==> config.mk <==
export PLATFORM = sky130hd
export DESIGN_NAME = key_confirmation_tracker_core
export DESIGN_NICKNAME = d
export VERILOG_FILES = /design/src/rtl/kct_pkg.sv /design/src/rtl/key_confirmation_tracker_core.sv /design/src/rtl/kct_ctrl.sv /design/src/rtl/kct_datapath.sv
export SDC_FILE = /design/constraint.sdc
export NUM_CORES = 2
export LEC_CHECK = 0
export BUFFER_PORTS_ARGS = -buffer_cell sky130_fd_sc_hd__buf_2
export CORE_UTILIZATION = 50
export DETAILED_ROUTE_END_ITERATION = 6
export PLACE_DENSITY = 0.68
export SLEW_MARGIN = 20
export SYNTH_ARGS = -nofsm -noshare
export SYNTH_HDL_FRONTEND = slang
export SYNTH_SLANG_ARGS = --single-unit
==> constraint.sdc <==
create_clock -name clk -period 15.8 [get_ports clk]
set_input_delay 1.58 -clock clk [delete_from_list [all_inputs] [get_ports clk]]
set_output_delay 1.58 -clock clk [all_outputs]
set_load 0.02 [all_outputs]
==> src/rtl/kct_pkg.sv <==
// ----------------------------------------------------------------------------
// kct_pkg: shared types and codes of the key confirmation tracker
// Command, state and status codes, field widths and the request / result
// beats used by the controller, the datapath and the top level.
// ----------------------------------------------------------------------------
package kct_pkg;

    // Field widths
    localparam int CMD_W     = 3;
    localparam int NODE_ID_W = 4;
    localparam int STATE_W   = 2;
    localparam int RETRY_W   = 8;
    localparam int NONCE_W   = 64;
    localparam int STATUS_W  = 3;
    localparam int MASK_W    = 16;
    localparam int COUNT_W   = 5;

    // Table sizing
    localparam int MAX_NODES_DEFAULT = 16;
    localparam int DEFAULT_NODES     = 10;
    // node_id reaches this many entries at most
    localparam int ID_SPAN           = 1 << NODE_ID_W;

    localparam logic [RETRY_W-1:0] MAX_RETRY_RESET = 8'd3;

    // Commands
    localparam logic [CMD_W-1:0] CMD_ADD      = 3'd0;
    localparam logic [CMD_W-1:0] CMD_REMOVE   = 3'd1;
    localparam logic [CMD_W-1:0] CMD_SET      = 3'd2;
    localparam logic [CMD_W-1:0] CMD_MARK     = 3'd3;
    localparam logic [CMD_W-1:0] CMD_RESPONSE = 3'd4;
    localparam logic [CMD_W-1:0] CMD_SWEEP    = 3'd5;

    // Confirmation states
    localparam logic [STATE_W-1:0] ST_INITIAL  = 2'd0;
    localparam logic [STATE_W-1:0] ST_WAITING  = 2'd1;
    localparam logic [STATE_W-1:0] ST_RECEIVED = 2'd2;
    localparam logic [STATE_W-1:0] ST_RESENT   = 2'd3;

    // Result status
    localparam logic [STATUS_W-1:0] STAT_OK           = 3'd0;
    localparam logic [STATUS_W-1:0] STAT_NOT_FOUND    = 3'd1;
    localparam logic [STATUS_W-1:0] STAT_NOT_AWAITING = 3'd2;
    localparam logic [STATUS_W-1:0] STAT_TAG_REJECTED = 3'd3;
    localparam logic [STATUS_W-1:0] STAT_REPLAY       = 3'd4;

    typedef struct packed {
        logic [CMD_W-1:0]     command;
        logic [NODE_ID_W-1:0] node_id;
        logic [STATE_W-1:0]   new_state;
        logic                 tag_valid;
        logic [NONCE_W-1:0]   nonce_count;
    } request_t;

    typedef struct packed {
        logic [STATUS_W-1:0] status;
        logic                entry_present;
        logic [STATE_W-1:0]  entry_state;
        logic [RETRY_W-1:0]  retry_count;
        logic [MASK_W-1:0]   resend_mask;
        logic                just_committed;
        logic [COUNT_W-1:0]  node_count;
    } result_t;

    // Controller to datapath commands
    typedef struct packed {
        logic latch;
        logic exec;
        logic sweep;
        logic check;
        logic check_last;
        logic report;
        logic use_idx;
    } ctrl_t;

    // Datapath to controller status
    typedef struct packed {
        logic is_sweep;
        logic enter_check;
    } dp_status_t;

endpackage

==> src/rtl/key_confirmation_tracker_core.sv <==
// ----------------------------------------------------------------------------
// key_confirmation_tracker_core: node key confirmation tracker
// Per-node confirmation table with add, remove, set state, mark sent,
// response and timeout sweep commands and a sticky all-confirmed commit.
// ----------------------------------------------------------------------------
// A command is taken when start is high and busy is low. Its result beat is
// shown on result for exactly one cycle, marked by done, and must be taken
// then: there is no way to hold it off. Add, remove, set state, mark sent,
// rejected responses, responses accepted once the commit bit is set and
// unused command codes step from acceptance through execute and report
// back to idle, with done high in the first idle cycle. A timeout sweep,
// and an accepted response while not yet committed, walk the node table
// through its single access port, one entry a cycle, between execute and
// report; the walk covers D entries, where D is MAX_NODES capped at the 16
// entries that node_id can reach. The retry limit is written on the cfg
// channel, which is always ready; write it only while busy is low.
// ----------------------------------------------------------------------------
module key_confirmation_tracker_core #(
    parameter int MAX_NODES = kct_pkg::MAX_NODES_DEFAULT
) (
    input  logic                        clk,
    input  logic                        rst_n,
    input  logic                        start,
    output logic                        busy,
    input  kct_pkg::request_t           request,
    output logic                        done,
    output kct_pkg::result_t            result,
    input  logic                        cfg_valid,
    output logic                        cfg_ready,
    input  logic [kct_pkg::RETRY_W-1:0] cfg_data
);

    // Entries past the node_id range can never be present
    localparam int TABLE_DEPTH = (MAX_NODES < kct_pkg::ID_SPAN) ?
                                 MAX_NODES : kct_pkg::ID_SPAN;
    localparam int IDX_W       = $clog2(TABLE_DEPTH);

    kct_pkg::ctrl_t      ctrl;
    kct_pkg::dp_status_t dp_status;
    logic [IDX_W-1:0]    idx;
    logic                start_ok;

    assign cfg_ready = 1'b1;
    assign start_ok  = start && !busy;

    kct_ctrl #(
        .TABLE_DEPTH (TABLE_DEPTH),
        .IDX_W       (IDX_W)
    ) u_ctrl (
        .clk       (clk),
        .rst_n     (rst_n),
        .start     (start_ok),
        .busy      (busy),
        .dp_status (dp_status),
        .ctrl      (ctrl),
        .idx       (idx)
    );

    kct_datapath #(
        .MAX_NODES   (MAX_NODES),
        .TABLE_DEPTH (TABLE_DEPTH),
        .IDX_W       (IDX_W)
    ) u_datapath (
        .clk       (clk),
        .rst_n     (rst_n),
        .request   (request),
        .ctrl      (ctrl),
        .idx       (idx),
        .dp_status (dp_status),
        .cfg_write (cfg_valid && cfg_ready),
        .cfg_data  (cfg_data),
        .result    (result),
        .done      (done)
    );

endmodule

==> src/rtl/kct_ctrl.sv <==
// ----------------------------------------------------------------------------
// kct_ctrl: sequencer of the key confirmation tracker
// Steps each command through execute, an optional table walk (timeout sweep
// or all-confirmed check) and the result report.
// ----------------------------------------------------------------------------
module kct_ctrl #(
    parameter int TABLE_DEPTH = kct_pkg::MAX_NODES_DEFAULT,
    parameter int IDX_W       = $clog2(TABLE_DEPTH)
) (
    input  logic                clk,
    input  logic                rst_n,
    input  logic                start,
    output logic                busy,
    input  kct_pkg::dp_status_t dp_status,
    output kct_pkg::ctrl_t      ctrl,
    output logic [IDX_W-1:0]    idx
);

    localparam logic [2:0] S_IDLE   = 3'd0;
    localparam logic [2:0] S_EXEC   = 3'd1;
    localparam logic [2:0] S_SWEEP  = 3'd2;
    localparam logic [2:0] S_CHECK  = 3'd3;
    localparam logic [2:0] S_REPORT = 3'd4;

    localparam logic [IDX_W-1:0] IDX_LAST = IDX_W'(TABLE_DEPTH - 1);

    logic [2:0]       state_reg;
    logic [2:0]       state_next;
    logic [IDX_W-1:0] idx_reg;
    logic [IDX_W-1:0] idx_next;
    logic             idx_last;

    assign idx_last = (idx_reg == IDX_LAST);
    assign idx      = idx_reg;
    assign busy     = (state_reg != S_IDLE);

    // Decode state into datapath commands and next state
    always_comb
    begin
        state_next = state_reg;
        idx_next   = idx_reg;
        ctrl       = '0;
        unique case (state_reg)
            S_IDLE:
            begin
                ctrl.latch = start;
                if (start)
                begin
                    state_next = S_EXEC;
                end
            end
            S_EXEC:
            begin
                ctrl.exec = 1'b1;
                idx_next  = '0;
                if (dp_status.is_sweep)
                begin
                    state_next = S_SWEEP;
                end
                else if (dp_status.enter_check)
                begin
                    state_next = S_CHECK;
                end
                else
                begin
                    state_next = S_REPORT;
                end
            end
            S_SWEEP:
            begin
                ctrl.sweep   = 1'b1;
                ctrl.use_idx = 1'b1;
                idx_next     = IDX_W'(idx_reg + 1'b1);
                if (idx_last)
                begin
                    state_next = S_REPORT;
                end
            end
            S_CHECK:
            begin
                ctrl.check      = 1'b1;
                ctrl.check_last = idx_last;
                ctrl.use_idx    = 1'b1;
                idx_next        = IDX_W'(idx_reg + 1'b1);
                if (idx_last)
                begin
                    state_next = S_REPORT;
                end
            end
            S_REPORT:
            begin
                ctrl.report = 1'b1;
                state_next  = S_IDLE;
            end
            default:
            begin
                state_next = S_IDLE;
            end
        endcase
    end

    // Hold state and walk index
    always_ff @(posedge clk or negedge rst_n)
    begin
        if (!rst_n)
        begin
            state_reg <= S_IDLE;
            idx_reg   <= '0;
        end
        else
        begin
            state_reg <= state_next;
            idx_reg   <= idx_next;
        end
    end

endmodule

==> src/rtl/kct_datapath.sv <==
// ----------------------------------------------------------------------------
// kct_datapath: node table and result logic of the key confirmation tracker
// Holds the node table, the retry limit, the node count and the commit bit,
// and applies one table access per cycle at the address the sequencer picks.
// ----------------------------------------------------------------------------
module kct_datapath #(
    parameter int MAX_NODES   = kct_pkg::MAX_NODES_DEFAULT,
    parameter int TABLE_DEPTH = kct_pkg::MAX_NODES_DEFAULT,
    parameter int IDX_W       = $clog2(TABLE_DEPTH)
) (
    input  logic                          clk,
    input  logic                          rst_n,
    input  kct_pkg::request_t             request,
    input  kct_pkg::ctrl_t                ctrl,
    input  logic [IDX_W-1:0]              idx,
    output kct_pkg::dp_status_t           dp_status,
    input  logic                          cfg_write,
    input  logic [kct_pkg::RETRY_W-1:0]   cfg_data,
    output kct_pkg::result_t              result,
    output logic                          done
);

    // Nodes 1 to DEFAULT_NODES start present, where the table reaches them
    localparam int COUNT_RESET = (MAX_NODES - 1 < kct_pkg::DEFAULT_NODES) ?
                                 (MAX_NODES - 1) : kct_pkg::DEFAULT_NODES;

    // Node table
    logic                          present_reg [TABLE_DEPTH];
    logic [kct_pkg::STATE_W-1:0]   state_reg   [TABLE_DEPTH];
    logic [kct_pkg::RETRY_W-1:0]   retries_reg [TABLE_DEPTH];
    logic [kct_pkg::NONCE_W-1:0]   nonce_reg   [TABLE_DEPTH];

    kct_pkg::request_t             req_reg;
    logic [kct_pkg::RETRY_W-1:0]   max_retry_reg;
    logic [kct_pkg::COUNT_W-1:0]   count_reg;
    logic [kct_pkg::COUNT_W-1:0]   count_next;
    logic                          committed_reg;
    logic                          committed_next;
    logic                          pulse_reg;
    logic                          pulse_next;
    logic                          allconf_reg;
    logic                          allconf_next;
    logic [kct_pkg::STATUS_W-1:0]  status_reg;
    logic [kct_pkg::STATUS_W-1:0]  status_next;
    logic [kct_pkg::MASK_W-1:0]    mask_reg;
    logic [kct_pkg::MASK_W-1:0]    mask_next;
    kct_pkg::result_t              result_reg;
    logic                          done_reg;

    logic [IDX_W-1:0]              addr;
    logic                          in_range;
    logic                          rd_present;
    logic [kct_pkg::STATE_W-1:0]   rd_state;
    logic [kct_pkg::RETRY_W-1:0]   rd_retries;
    logic [kct_pkg::NONCE_W-1:0]   rd_nonce;
    logic                          rd_awaiting;
    logic                          hit;

    logic                          wr_en;
    logic                          wr_present;
    logic [kct_pkg::STATE_W-1:0]   wr_state;
    logic [kct_pkg::RETRY_W-1:0]   wr_retries;
    logic [kct_pkg::NONCE_W-1:0]   wr_nonce;
    logic                          resp_accept;

    // Select the one table address of this cycle
    assign in_range = (32'(req_reg.node_id) < MAX_NODES);
    assign addr     = ctrl.use_idx ? idx : req_reg.node_id[IDX_W-1:0];

    assign rd_present  = present_reg[addr];
    assign rd_state    = state_reg[addr];
    assign rd_retries  = retries_reg[addr];
    assign rd_nonce    = nonce_reg[addr];
    assign rd_awaiting = (rd_state == kct_pkg::ST_WAITING) ||
                         (rd_state == kct_pkg::ST_RESENT);
    assign hit         = in_range && rd_present;

    assign dp_status.is_sweep    = (req_reg.command == kct_pkg::CMD_SWEEP);
    assign dp_status.enter_check = resp_accept && !committed_reg;

    // Work out table write and bookkeeping for this cycle
    always_comb
    begin
        wr_en          = 1'b0;
        wr_present     = rd_present;
        wr_state       = rd_state;
        wr_retries     = rd_retries;
        wr_nonce       = rd_nonce;
        resp_accept    = 1'b0;
        status_next    = status_reg;
        mask_next      = mask_reg;
        count_next     = count_reg;
        allconf_next   = allconf_reg;
        committed_next = committed_reg;
        pulse_next     = pulse_reg;
        if (ctrl.latch)
        begin
            status_next  = kct_pkg::STAT_OK;
            mask_next    = '0;
            pulse_next   = 1'b0;
            allconf_next = 1'b1;
        end
        else if (ctrl.exec)
        begin
            unique case (req_reg.command)
                kct_pkg::CMD_ADD, kct_pkg::CMD_REMOVE:
                begin
                    if (!in_range)
                    begin
                        status_next = kct_pkg::STAT_NOT_FOUND;
                    end
                    else
                    begin
                        wr_en      = 1'b1;
                        wr_present = (req_reg.command == kct_pkg::CMD_ADD);
                        wr_state   = kct_pkg::ST_INITIAL;
                        wr_retries = '0;
                        wr_nonce   = '0;
                        if (req_reg.command == kct_pkg::CMD_ADD)
                        begin
                            count_next = rd_present ? count_reg :
                                         kct_pkg::COUNT_W'(count_reg + 1'b1);
                        end
                        else
                        begin
                            count_next = rd_present ?
                                         kct_pkg::COUNT_W'(count_reg - 1'b1) : count_reg;
                        end
                    end
                end
                kct_pkg::CMD_SET, kct_pkg::CMD_MARK:
                begin
                    if (!hit)
                    begin
                        status_next = kct_pkg::STAT_NOT_FOUND;
                    end
                    else
                    begin
                        wr_en    = 1'b1;
                        wr_state = (req_reg.command == kct_pkg::CMD_SET) ?
                                   req_reg.new_state : kct_pkg::ST_WAITING;
                    end
                end
                kct_pkg::CMD_RESPONSE:
                begin
                    // Reject in order: absent, not awaiting, bad tag, stale nonce
                    priority if (!hit)
                    begin
                        status_next = kct_pkg::STAT_NOT_FOUND;
                    end
                    else if (!rd_awaiting)
                    begin
                        status_next = kct_pkg::STAT_NOT_AWAITING;
                    end
                    else if (!req_reg.tag_valid)
                    begin
                        status_next = kct_pkg::STAT_TAG_REJECTED;
                    end
                    else if (req_reg.nonce_count <= rd_nonce)
                    begin
                        status_next = kct_pkg::STAT_REPLAY;
                    end
                    else
                    begin
                        wr_en       = 1'b1;
                        wr_state    = kct_pkg::ST_RECEIVED;
                        wr_nonce    = req_reg.nonce_count;
                        resp_accept = 1'b1;
                    end
                end
                default:
                begin
                end
            endcase
        end
        else if (ctrl.sweep)
        begin
            // Advance retries of awaiting nodes below the limit
            if (rd_present && rd_awaiting && (rd_retries < max_retry_reg))
            begin
                wr_en      = 1'b1;
                wr_retries = kct_pkg::RETRY_W'(rd_retries + 1'b1);
                wr_state   = kct_pkg::ST_RESENT;
                mask_next  = mask_reg | (kct_pkg::MASK_W'(1) << idx);
            end
        end
        else if (ctrl.check)
        begin
            // Drop the all-confirmed flag on any present, unconfirmed node
            allconf_next = allconf_reg &&
                           !(rd_present && (rd_state != kct_pkg::ST_RECEIVED));
            if (ctrl.check_last && allconf_next)
            begin
                committed_next = 1'b1;
                pulse_next     = 1'b1;
            end
        end
    end

    // Node table storage
    always_ff @(posedge clk or negedge rst_n)
    begin
        if (!rst_n)
        begin
            for (int i = 0; i < TABLE_DEPTH; i++)
            begin
                present_reg[i] <= (i >= 1) && (i <= kct_pkg::DEFAULT_NODES);
                state_reg[i]   <= kct_pkg::ST_INITIAL;
                retries_reg[i] <= '0;
                nonce_reg[i]   <= '0;
            end
        end
        else if (wr_en)
        begin
            present_reg[addr] <= wr_present;
            state_reg[addr]   <= wr_state;
            retries_reg[addr] <= wr_retries;
            nonce_reg[addr]   <= wr_nonce;
        end
    end

    // Bookkeeping registers
    always_ff @(posedge clk or negedge rst_n)
    begin
        if (!rst_n)
        begin
            max_retry_reg <= kct_pkg::MAX_RETRY_RESET;
            count_reg     <= kct_pkg::COUNT_W'(COUNT_RESET);
            committed_reg <= 1'b0;
            pulse_reg     <= 1'b0;
            allconf_reg   <= 1'b1;
            status_reg    <= kct_pkg::STAT_OK;
            mask_reg      <= '0;
            done_reg      <= 1'b0;
        end
        else
        begin
            if (cfg_write)
            begin
                max_retry_reg <= cfg_data;
            end
            count_reg     <= count_next;
            committed_reg <= committed_next;
            pulse_reg     <= pulse_next;
            allconf_reg   <= allconf_next;
            status_reg    <= status_next;
            mask_reg      <= mask_next;
            done_reg      <= ctrl.report;
        end
    end

    // Capture the request beat and the result beat
    always_ff @(posedge clk)
    begin
        if (ctrl.latch)
        begin
            req_reg <= request;
        end
        if (ctrl.report)
        begin
            result_reg.status         <= status_reg;
            result_reg.entry_present  <= hit;
            result_reg.entry_state    <= hit ? rd_state : kct_pkg::ST_INITIAL;
            result_reg.retry_count    <= hit ? rd_retries : '0;
            result_reg.resend_mask    <= mask_reg;
            result_reg.just_committed <= pulse_reg;
            result_reg.node_count     <= count_reg;
        end
    end

    assign result = result_reg;
    assign done   = done_reg;

endmodule

# [Yosys cells after proc, flatten, opt, wreduce, memory -nomap -nowiden]
# Index checks and enable logic that the tools add are counted.
[op_classes] addsub=4 order_cmp=4 n_eq_ne=20 shifts=1 n_mux=100 bitwise=5 reduce_logical=33
[op_table] operator="bitwise mux 1024 bit" count=1
[op_table] operator="2-to-1 mux 64 bit" count=9
[op_table] operator="binary-select mux 64 bit (select 4 bit)" count=1
[op_table] operator="demux 64 bit (select 4 bit)" count=1
[op_table] operator="bitwise mux 128 bit" count=1
[op_table] operator="case mux 64 bit (2 select lines)" count=1
[op_table] operator="less-or-equal comparator 64 bit" count=1
[op_table] operator="2-to-1 mux 16 bit" count=4
[op_table] operator="2-to-1 mux 8 bit" count=8
[op_table] operator="2-to-1 mux 3 bit" count=11
[op_table] operator="binary-select mux 8 bit (select 4 bit)" count=1
[op_table] operator="bitwise mux 32 bit" count=1
[op_table] operator="demux 8 bit (select 4 bit)" count=1
[op_table] operator="2-to-1 mux 1 bit" count=32
[op_table] operator="2-to-1 mux 2 bit" count=14
[op_table] operator="bitwise mux 16 bit" count=1
[op_table] operator="OR 16 bit" count=1
[op_table] operator="<< shifter 1 x 4 -> 16 bit, first input constant" count=1
[op_table] operator="2-to-1 mux 5 bit" count=3
[op_table] operator="nonzero test 2 bit" count=7
[op_table] operator="equality test 3 x 2 -> 1 bit, second input constant" count=4
[op_table] operator="AND reduction 5 bit" count=2
[op_table] operator="equality test 3 bit, second input constant" count=3
[op_table] operator="case mux 3 bit (3 select lines)" count=1
[op_table] operator="35 further kinds" count=57
[totals] regBits=1353 inputBits=86 word_cells=253

# [Depth between registers and ports, before layout]
[logic_depth] word_depth=20 mapped_depth=27 mapped_depth_nobuf=17

# [Modules after synthesis]
# From an unflattened synthesis, not the netlist that was laid out.
[hier_totals] hier_cells=5500 hier_area_um2=65017.4
[by_module_without_submodules] module="kct_datapath" n_inst=1 cells_per_inst=5453 area_each_um2=64600.7
[by_module_without_submodules] module="kct_ctrl" n_inst=1 cells_per_inst=44 area_each_um2=391.6
[by_module_without_submodules] module="key_confirmation_tracker_core" n_inst=1 cells_per_inst=3 area_each_um2=25.0

# [Worst setup path after synthesis]
# OpenSTA, ideal clock, no wires.
[synth_path] path_kind="reg2reg" start="reg u_ctrl.idx_reg[0], in the netlist u_ctrl.idx[0]" end="reg u_datapath.nonce_reg[300] (netlist bit)" arrival_ns=5.264 t_required_ns=15.665 path_slack_ns=10.401 path_stages_with_launch=25 n_path_buf=7 synth_period_minus_slack_ns=5.399 cell_sequence="dfrtp_1 -> buf_2 -> and3b_1 -> buf_2 -> a21o_1 -> buf_2 -> buf_1 -> mux4_2 -> nand2_1 -> nand3_1 -> nand2_1 -> ha_1 -> a21o_1 -> a21o_1 -> a221oi_1 -> o21ai_0 -> a2111oi_0 -> o21ai_0 -> nand3_1 -> nor2_1 -> buf_2 -> buf_2 -> a31oi_1 -> clkbuf_1 -> o21ai_0"
[synth_via] elab_chain_cells=14 elab_cells_between_ends=44
[synth_rtl] item="start: declaration" line="kct_ctrl.sv:29" source="logic [IDX_W-1:0] idx_reg;"
[synth_rtl] item="start signal: assignment" line="kct_ctrl.sv:113" source="idx_reg <= idx_next;"
[synth_rtl] item="2-to-1 mux 4 bit *" line="kct_datapath.sv:68" source="assign addr = ctrl.use_idx ? idx : req_reg.node_id[IDX_W-1:0];"
[synth_rtl] item="inverter 4 -> 5 bit (not written as such) *"
[synth_rtl] item="binary-select mux 64 bit (select 4 bit)" line="kct_datapath.sv:73" source="assign rd_nonce = nonce_reg[addr];"
[synth_rtl] item="2-to-1 mux 64 bit (not written as such) (2 in a row)" line="kct_datapath.sv:73"
[synth_rtl] item="less-or-equal comparator 64 bit" line="kct_datapath.sv:159" source="else if (req_reg.nonce_count <= rd_nonce)"
[synth_rtl] item="2-to-1 mux 64 bit" line="kct_datapath.sv:159"
[synth_rtl] item="2-to-1 mux 64 bit" line="kct_datapath.sv:155" source="else if (!req_reg.tag_valid)"
[synth_rtl] item="2-to-1 mux 64 bit" line="kct_datapath.sv:151" source="else if (!rd_awaiting)"
[synth_rtl] item="2-to-1 mux 64 bit" line="kct_datapath.sv:147" source="priority if (!hit)"
[synth_rtl] item="case mux 64 bit (2 select lines)" line="kct_datapath.sv:105" source="unique case (req_reg.command)"
[synth_rtl] item="2-to-1 mux 64 bit" line="kct_datapath.sv:103" source="else if (ctrl.exec)"
[synth_rtl] item="2-to-1 mux 64 bit" line="kct_datapath.sv:96" source="if (ctrl.latch)"
[synth_rtl] item="bitwise mux 1024 bit" line="kct_datapath.sv:218" source="nonce_reg[addr] <= wr_nonce;"
[synth_rtl] item="end signal: indexed assignment" line="kct_datapath.sv:218"
[synth_rtl] item="end: declaration" line="kct_datapath.sv:31" source="logic [kct_pkg::NONCE_W-1:0] nonce_reg [TABLE_DEPTH];"
# Mark *: on every way between the ends. The rest lies on a longest branch, timed or not. The select of a mux whose other input is x is not followed.
# A chain may end at the register's enable or synchronous reset.

# [Worst setup path after layout]
[layout_path] start="reg u_ctrl.idx_reg[0], in the netlist u_ctrl.idx[0]" end="reg u_datapath.nonce_reg[666] (netlist bit)"
# The elaborated chain is that of the path after synthesis.

==> results.py <==
metrics = {
    "final_layout": {
        "fin_area_mm2": 0.06706,
        "largest_reg_flops": 1024,
        "area_growth_pct": 10.75,
        "layout.nets": 5770,
        "fill_cells": 10170,
        "utilization_pct": 55.89,
        "drive_above_1_share_pct": 14.50,
        "final_cells": 7330,
    },
    "grt": {
        "antenna_found_initial": 2,
        "grtUsageTotal_pct": 26.96,
        "grt_max_degree": 184,
        "first_global_vias": 42780,
        "grt_pass1_wl_um": 254800,
        "grt_overflow_total": 0,
    },
    "detailed_routing": {
        "wl_per_cell_um": 22.03,
        "vias": 43300,
        "first_pass_iters": 5,
        "drt_wl_total_um": 161500,
        "drt_iter0_drc": 3894,
        "avgViaCountPerCell": 5.907,
        "ant_nets": 0,
        "drcViolationCount": 0,
    },
    "clock_tree": {
        "path_clk_slew_ns": 0.06,
        "hold_buffers": 0,
        "cts_buffers": 146,
        "clock_latency_ns": 0.79,
        "clockBufferDepth": 3,
        "cts_tree": "done",
        "post_cts_resized": 0,
        "post_cts_buffers": 0,
        "clock_sink_count": 1353,
        "htreeDepth": 4,
        "root_buffer": "clkbuf_16",
    },
    "synth": {
        "synth_area_leader_cell": "dfrtp_1",
        "synth.distinct_cells": 83,
        "yosysWarnings": 0,
        "synthesis.area_mm2": 0.06055,
        "synth_top_area_share_pct": 50.75,
        "ys_ff_latch": 1353,
        "synth_mux_area_share_pct": 11.32,
        "synth_edf_count": 110,
        "synth_nets": 5877,
        "synthTopCellsByCount": "1228 x dfrtp_1, 1160 x nand2_1, 741 x o21ai_0, 501 x a21oi_1, 479 x nor2_1",
        "avgSynthCellArea_um2": 10.61,
        "synthAdderAreaFrac_pct": 1.707,
        "yosys.area_share.simple_pct": 13.08,
        "synth_compound_area_share_pct": 13.06,
        "synth_top_family_by_area": "simple AND/OR/NAND/NOR gates",
        "postSynth.asyncResetShare_pct": 91.87,
        "synthCells": 5709,
        "synthMostInstantiatedCell": "dfrtp_1",
        "yosysSeqAreaShare_pct": 56.86,
        "synth-main-ff-cell": "dfrtp_1",
        "synth_xor_area_share_pct": 0.08679,
        "netlist_top_cells_area": "dfrtp_1 51%, mux4_2 9.9%, nand2_1 7.2%",
    },
    "sta": {
        "final.min_clock_period_ns": 10.34,
        "final.setup.tns_ns": 0,
        "rsz0062_at_grt": "no",
        "hold_viol": 0,
        "tightest_slew_ns": 1.182,
        "whs_ns": 0.4551,
        "fin_skew_ns": 0.03456,
        "finalSetupViolations": 0,
        "fmax_mhz": 96.73,
        "post-route-period-util_pct": 65.43,
        "relSlewSlack_pct": 21.23,
        "drv_slew": 0,
    },
    "worst_setup_path": {
        "arrival_ns": 11.03,
        "start_kind": "register",
        "worstPathCellList": "and3b_1 > a21o_4 > buf_4 > buf_12 > mux4_2 > nand2_1 > nand3_1 > nand2_1 > ha_1 > nand2_1 > nor4_1 > nor3b_1 > nand3_1 > o21ai_0 > a31oi_2 > a211oi_4 > buf_4 > buf_4 > nor2_1 > a21oi_1",
        "critPathKind": "register to register",
        "crit_required_ns": 16.49,
        "slowest_stage": "a211oi_4",
        "worstPathMaxFanout": 96,
        "cpPeakStageDelay_ns": 1.04,
        "end_kind": "register",
    },
    "die": {
        "io_pins": 125,
        "row_count": 127,
        "dieArea_mm2": 0.1225,
        "coreArea_mm2": 0.1200,
        "die_width_um": 350.0,
        "die_h_um": 350.0,
        "start_util_pct": 50.47,
    },
    "placed_design": {
        "hpwl_um": 92550,
        "place_inst": 7064,
        "place_area_mm2": 0.06213,
        "portBuffers": 123,
        "gp_congestion": 0.8264,
    },
    "pwr": {
        "p_leak_nw": 29.30,
        "irDropWorstVdd_v": 0.0001337,
        "powerDensity_mw_per_mm2": 190.2,
    },
    "flow_run": {
        "max_cap_violations": 0,
    },
    "run_status": {
        "status": "finished clean",
    },
    "worst_hold_path": {
        "hp-class": "register to register",
    },
}
## kinds of logic (layout without fill, tap and decap cells)
family          after synthesis  in the layout
simple gates               1926           1926
compound gates             1473           1473
flops                      1353           1353
buf+inv                     518            526
mux                         350            350
fa+ha+maj                    82             82
xor+xnor                      6              6
other cells                   1              2
## routing by layer
layer / wire, µm / GRT usage, % / up-vias
met5: 14 / 0 / -
met4: 4217 / 8.360 / 2
met3: 11320 / 4.646 / 270
met2: 76610 / 42.75 / 1534
met1: 69300 / 38.09 / 21800
li1: - / - / 19690
## stage by stage
step           total power, mW  setup slack [ns]
3_5_place_dp             9.339             5.587
3_3_place_gp             9.186             5.830
4_1_cts                  12.77             5.565
6_report                 12.75             5.462
2_1_floorplan            8.072             10.40
5_1_grt                  13.52             4.822
## final timing paths
check	start	to	slack (ns)	cells past startpoint
setup / recovery	u_ctrl.idx[0]$_DFFE_PN0P_	u_datapath.nonce_reg[666]$_DFFE_PN0P_	5.46	20
hold / removal	u_datapath.pulse_reg$_DFFE_PN0P_	u_datapath.result[5]$_DFFE_PP_	0.46	0
setup reg to reg	u_ctrl.idx[0]$_DFFE_PN0P_	u_datapath.nonce_reg[666]$_DFFE_PN0P_	5.46	20
hold reg to reg	u_datapath.pulse_reg$_DFFE_PN0P_	u_datapath.result[5]$_DFFE_PP_	0.46	0
max in group asynchronous	rst_n	u_datapath.nonce_reg[932]$_DFFE_PN0P_	11.93	4
min in group asynchronous	rst_n	u_datapath.nonce_reg[1015]$_DFFE_PN0P_	0.75	1
## final cells by class
type / instances / area (µm²) / share of cell area [%]
Sequential cell: 1353 / 34430 / 51.34
Multi-Input combinational cell: 3838 / 24120 / 35.98
Clock buffer: 210 / 4187 / 6.243
Tap cell: 1612 / 2017 / 3.008
Timing Repair Buffer: 232 / 1593 / 2.375
Clock inverter: 53 / 588.1 / 0.8770
Inverter: 31 / 118.9 / 0.1773
Antenna cell: 1 / 2.502 / 0.003732
## worst max-delay path, delay by kind of cell (launching register included)
family	cells	cell delay [ns]
buf+inv	4	2.90
compound gates	5	3.25
fa+ha+maj	1	0.18
flops	1	0.86
simple gates	9	2.28
mux	1	0.59
## report_power, final
part	internal, mW	total, mW	leakage (nW)	switching, mW
combinational	1.60	4.10	9.10	2.50
clock	1.98	3.41	2.35	1.42
sequential	4.60	5.25	17.9	0.642
total	8.19	12.8	29.3	4.57
## layout by cell type (no fill, tap or decap), types with 73 or more instances in the layout
| cell type | Yosys | layout |
|---|---|---|
| nand2_1 | 1160 | 1160 |
| nand3_1 | 137 | 137 |
| mux2i_1 | 74 | 73 |
| a21oi_1 | 501 | 470 |
| o21ai_0 | 741 | 741 |
| dfrtp_1 | 1228 | 1228 |
| buf_4 | 13 | 97 |
| clkbuf_16 | 0 | 148 |
| buf_2 | 264 | 122 |
| edfxtp_1 | 110 | 110 |
| mux4_2 | 265 | 265 |
| ha_1 | 81 | 81 |
| nor2_1 | 479 | 477 |
No activity file was read; power rests on OpenSTA's default activity.
